--- config.mk ---
export PLATFORM = sky130hd
export DESIGN_NAME = fsq_fail_update
export DESIGN_NICKNAME = d
export VERILOG_FILES = /design/src/rtl/fsq_pkg.sv /design/src/rtl/fsq_fail_update.sv
export SDC_FILE = /design/constraint.sdc
export NUM_CORES = 1
export LEC_CHECK = 0
export BUFFER_PORTS_ARGS = -buffer_cell sky130_fd_sc_hd__buf_2
export CORE_UTILIZATION = 45
export DETAILED_ROUTE_END_ITERATION = 8
export PLACE_DENSITY_LB_ADDON = 0.05
export SLEW_MARGIN = 20
export SYNTH_ARGS = -nofsm -noshare
export SYNTH_HDL_FRONTEND = slang
export SYNTH_SLANG_ARGS = --single-unit
--- constraint.sdc ---
create_clock -name vclk -period 10.47
set_clock_uncertainty 0.1 [all_clocks]
set_input_delay 2.094 -clock vclk [all_inputs]
set_output_delay 2.094 -clock vclk [all_outputs]
set_load 0.01 [all_outputs]
--- src/rtl/fsq_pkg.sv ---
package fsq_pkg;

    localparam int unsigned SECTOR_CHUNK_COUNT_DEF = 4;
    localparam int unsigned MAX_CHUNKS_DEF = 256;

    localparam int unsigned CHUNK_W = 15;
    localparam int unsigned WORD_W = 64;
    localparam int unsigned PAGES = 16;

    typedef enum logic [1:0] {
        OP_ERASE  = 2'd0,
        OP_WRITE  = 2'd1,
        OP_CRC    = 2'd2,
        OP_REPORT = 2'd3
    } op_t;

    localparam logic CMD_REQUEST = 1'b0;
    localparam logic CMD_REPORT  = 1'b1;

    typedef struct packed {
        logic [WORD_W-1:0] word;
        logic              abort;
        logic              any;
        logic [15:0]       fail_sum;
    } fail_upd_t;

endpackage

--- src/rtl/fsq_fail_update.sv ---
module fsq_fail_update (
    input  logic [fsq_pkg::WORD_W-1:0] word,
    input  logic [15:0]                mask,
    input  logic                       in_range,
    input  logic [15:0]                fail_sum,
    output fsq_pkg::fail_upd_t         upd
);

    logic [fsq_pkg::WORD_W-1:0] word_upd;
    logic [15:0] active;
    logic [15:0] hit;
    logic [4:0]  count;
    logic [16:0] sum;
    logic [15:0] sum_sat;

    always_comb begin
        logic       blocked;
        logic [3:0] c;
        blocked = 1'b0;
        word_upd = word;
        active = '0;
        hit = '0;
        for (int i = 0; i < 16; i++) begin
            c = word[4*i +: 4];
            active[i] = mask[i] & ~blocked;
            hit[i] = active[i] & in_range & (c == 4'd7);
            if (active[i] && c != 4'hF) begin
                word_upd[4*i +: 4] = c + 4'd1;
            end
            blocked = blocked | hit[i];
        end
    end

    assign count = 5'($countones(active));
    assign sum = {1'b0, fail_sum} + {12'b0, count};
    assign sum_sat = sum[16] ? 16'hFFFF : sum[15:0];
    assign upd = '{word: word_upd, abort: |hit, any: |mask, fail_sum: sum_sat};

endmodule

# Yosys cells after proc, flatten, opt, wreduce, memory -nomap -nowiden
# Index checks and enable logic that the tools add are counted.
dict set report classes {
  n_addsub 32
  n_eq_ne 32
  n_mux 17
  n_bitwise 76
  n_reduce_logical 18
}
# op n
set op_table {}
lappend op_table {{$add A4 B1 Y4 const B} 16}
lappend op_table {{$eq A4 B3 Y1 const B} 16}
lappend op_table {{$mux W4} 16}
lappend op_table {{$ne A4 B4 Y1 const B} 16}
lappend op_table {{$and A1 B1 Y1} 47}
lappend op_table {{$reduce_or A16 Y1} 2}
lappend op_table {{$add A16 B5 Y17} 1}
lappend op_table {{$add A1 B1 Y2} 8}
lappend op_table {{$logic_and A1 B1 Y1} 16}
lappend op_table {{$mux W16} 1}
lappend op_table {{$not A1 Y1} 15}
lappend op_table {{$or A1 B1 Y1} 14}
lappend op_table {{$add A2 B2 Y3} 4}
lappend op_table {{$add A3 B3 Y4} 2}
lappend op_table {{$add A4 B4 Y5} 1}
dict set report word_totals {
  regBits 0
  inputBits 97
  out_inout_bits 82
  wordCells 175
}

# Depth between registers and ports, before layout
dict set report logic_depth {
  ltp_word 80
  mapped_depth 26
  mapped_depth_nobuf 22
}

# Worst setup path after synthesis
# OpenSTA, ideal clock, no wires.
dict set report synth_path {
  path_type {input-to-output}
  start {in word[0] (netlist bit)}
  end {out upd[13] (netlist bit)}
  arrival_time_ns 7.569
  required_time_ns 8.276
  setup_slack_ns 0.707
  path_stages 26
  path_buffers 4
  cell_sequence {ha_1 -> and4b_4 -> o21ai_2 -> nor3b_4 -> and3_1 -> buf_6 -> buf_8 -> buf_6 -> and3_1 -> fa_1 -> inv_1 -> fa_1 -> inv_1 -> fa_1 -> fa_1 -> inv_1 -> fa_1 -> inv_1 -> fa_1 -> a211o_1 -> a21oi_1 -> nor3_1 -> nand4_1 -> buf_2 -> nand2_1 -> mux2_2}
}
# item line_no
set synth_rtl {}
lappend synth_rtl {{start: declaration} fsq_fail_update.sv:2} ;# input logic [fsq_pkg::WORD_W-1:0] word,
lappend synth_rtl {{end: declaration} fsq_fail_update.sv:6} ;# output fsq_pkg::fail_upd_t upd

==> run metrics <==
CP max FO 9; Critical Path Source Type primary input; register area 0 µm²; first-pass GRT wire length 12.4 mm; RSZ-0062 raised after global routing false; Routed WL 7.47 mm; Core Rows 27; 1st-pass router iterations 4; starting DRC count in detailed routing 94; die width 78.9 µm; fin nets 668; Hold Path Class primary input to output pin; DR vias 3311; Hold Fails Final Rpt 0; fin worst setup slack 438 ps; share of layout cells above drive strength 1 42.0%; syn_nets 489; area growth from synthesis to layout 36.9%; Post-CTS Hold Fix Bufs 0; DP Wirelength 6.44 mm; Final min period 10030 ps; highest clock rate 99.7 MHz; # DRC 0; maxcap violations 0; final worst path period share 95.8%; Worst EP required 8280 ps; clock buffers 0; Pins Over Slew Limit 0; CP Class primary input to output pin; Mapped Area 2660 µm²; Peak VDD IR 0.192 mV; drt wl/cell 12.3 µm; die area 6230 µm²; Initial Util 47.5%; Leak 1.85 nW; initial antenna violation count 0; pwr dens 103 nW/µm²; Final Power 0.377 mW; Worst setup EP type output pin; Placed Instances 602; setup_tns 0 ps; vias in the first global route 2853; Post-DP Area 3610 µm²; # fillers 534; synth unique cells 49; pre-CTS setup slack 53.3 ps; YS warnings 0; Final setup viols 0; Die Height 78.9 µm; register area share after synthesis 0%; placer congestion estimate 0.830; grt total ovfl 0; worst-margin pin slew 484 ps; post-synthesis cell count 356; Layout Cells excl Fill 605; syn_area_per_cell 7.48 µm²; Core ar. 5610 µm²; Slew headroom 67.5%; status finished clean; antenna fix cells 0; IO Port Bufs 179; vias per cell 5.47; gr usage total 23.3%; IO Pins 179; Post-Layout Inst Area 3650 µm²; FF+latch count 0; Routed Antenna Nets 0; CP Data Arrival Time 7840 ps; largest net degree at the start of global routing 16
-- timing repair --
| item | CTS | global route |
|---|---|---|
| setup buffers | 0 | 3 |
| resized for setup | 0 | 4 |
| endpoints found under the setup margin | 0 | 13 |
-- final timing paths --
kind	depth (start not counted)	start	endpoint	slack, ps
worst min-delay path	3	word[32]	upd[50]	4380
worst max-delay path	26	word[0]	upd[13]	440
-- layout make-up --
class,instances,area [µm²],area share (%)
multi-input cells,329,2540,69.7
repair buffers,186,948,26.0
well taps,72,90.1,2.47
inverters,18,67.6,1.85
-- power by group --
| part | internal (mW) | switching [mW] |
|---|---|---|
| Combinational | 0.171 | 0.206 |
| Clock | 0 | 0 |
| Sequential | 0 | 0 |
| Total | 0.171 | 0.206 |
-- layout by cell type, fill, tap and decap left out, types with 17 or more instances in the layout --
master	n
buf_2	179
nand4_1	23
a21oi_1	19
nand3_1	25
mux2_2	26
and3_1	17
inv_1	18
nand2_1	35
nor2_1	17
ha_1	24
-- layer usage --
metal / part of all wire [%] / vias up / track usage [%]
met5: 0 / - / 0
met4: 0.87 / 0 / 2.91
met3: 6.6 / 6 / 1.15
met2: 49 / 127 / 42.4
met1: 44 / 1496 / 30.9
li1: - / 1682 / -
-- synthesized netlist by cell type (2+ instances only) --
master | instances | share of area, %
a21o_1 | 2 | 0.56
a21oi_1 | 20 | 3.8
a31oi_1 | 12 | 2.8
a41oi_1 | 2 | 0.66
and2_1 | 8 | 1.9
and3_1 | 18 | 4.2
and4_1 | 4 | 1.3
and4b_1 | 2 | 0.75
buf_2 | 4 | 0.75
buf_6 | 3 | 1.3
fa_1 | 12 | 9.0
ha_1 | 24 | 11
inv_1 | 18 | 2.5
mux2_1 | 6 | 2.5
mux2_2 | 26 | 11
nand2_1 | 35 | 4.9
nand2b_1 | 15 | 3.5
nand3_1 | 25 | 4.7
nand3_2 | 2 | 0.75
nand3b_1 | 4 | 1.1
nand4_1 | 23 | 5.4
nand4b_1 | 2 | 0.66
nor2_1 | 17 | 2.4
nor2b_1 | 8 | 1.9
nor3_1 | 3 | 0.56
nor3b_1 | 5 | 1.4
nor3b_4 | 2 | 1.4
nor4_1 | 4 | 0.94
o21a_1 | 3 | 0.85
o21ai_0 | 6 | 1.1
xnor2_1 | 15 | 4.9
xor2_1 | 9 | 3.0
-- stage by stage --
step | hold WS [ps] | util (%)
2_1_floorplan | 4170 | -
3_3_place_gp | 4380 | 64.3
3_5_place_dp | 4390 | 64.3
4_1_cts | 4390 | 64.3
5_1_grt | 4400 | 65.0
6_report | 4380 | 65.0
-- cell families after synthesis --
| kind of cell | after synthesis | synth area share, % |
|---|---|---|
| simple gates | 181 | 39.5 |
| compound gates | 55 | 13.0 |
| fa+ha+maj | 36 | 20.3 |
| mux | 33 | 14.1 |
| buf+inv | 27 | 5.26 |
| xor+xnor | 24 | 7.90 |
-- critical path, stage by stage --
cell	delay, ps
buf_2	120
ha_1	240
and4b_4	220
o21ai_2	170
nor3b_4	280
and3_2	290
buf_4	180
and3_1	180
fa_1	410
inv_1	90
fa_1	390
inv_1	80
fa_1	440
fa_1	500
inv_1	90
fa_1	190
inv_1	50
fa_1	420
a211o_1	350
a21oi_4	200
nor3_2	90
nand4_1	190
buf_4	170
nand2_1	40
mux2_2	250
buf_2	140
Note: power is estimated with default switching activity, not from simulation.
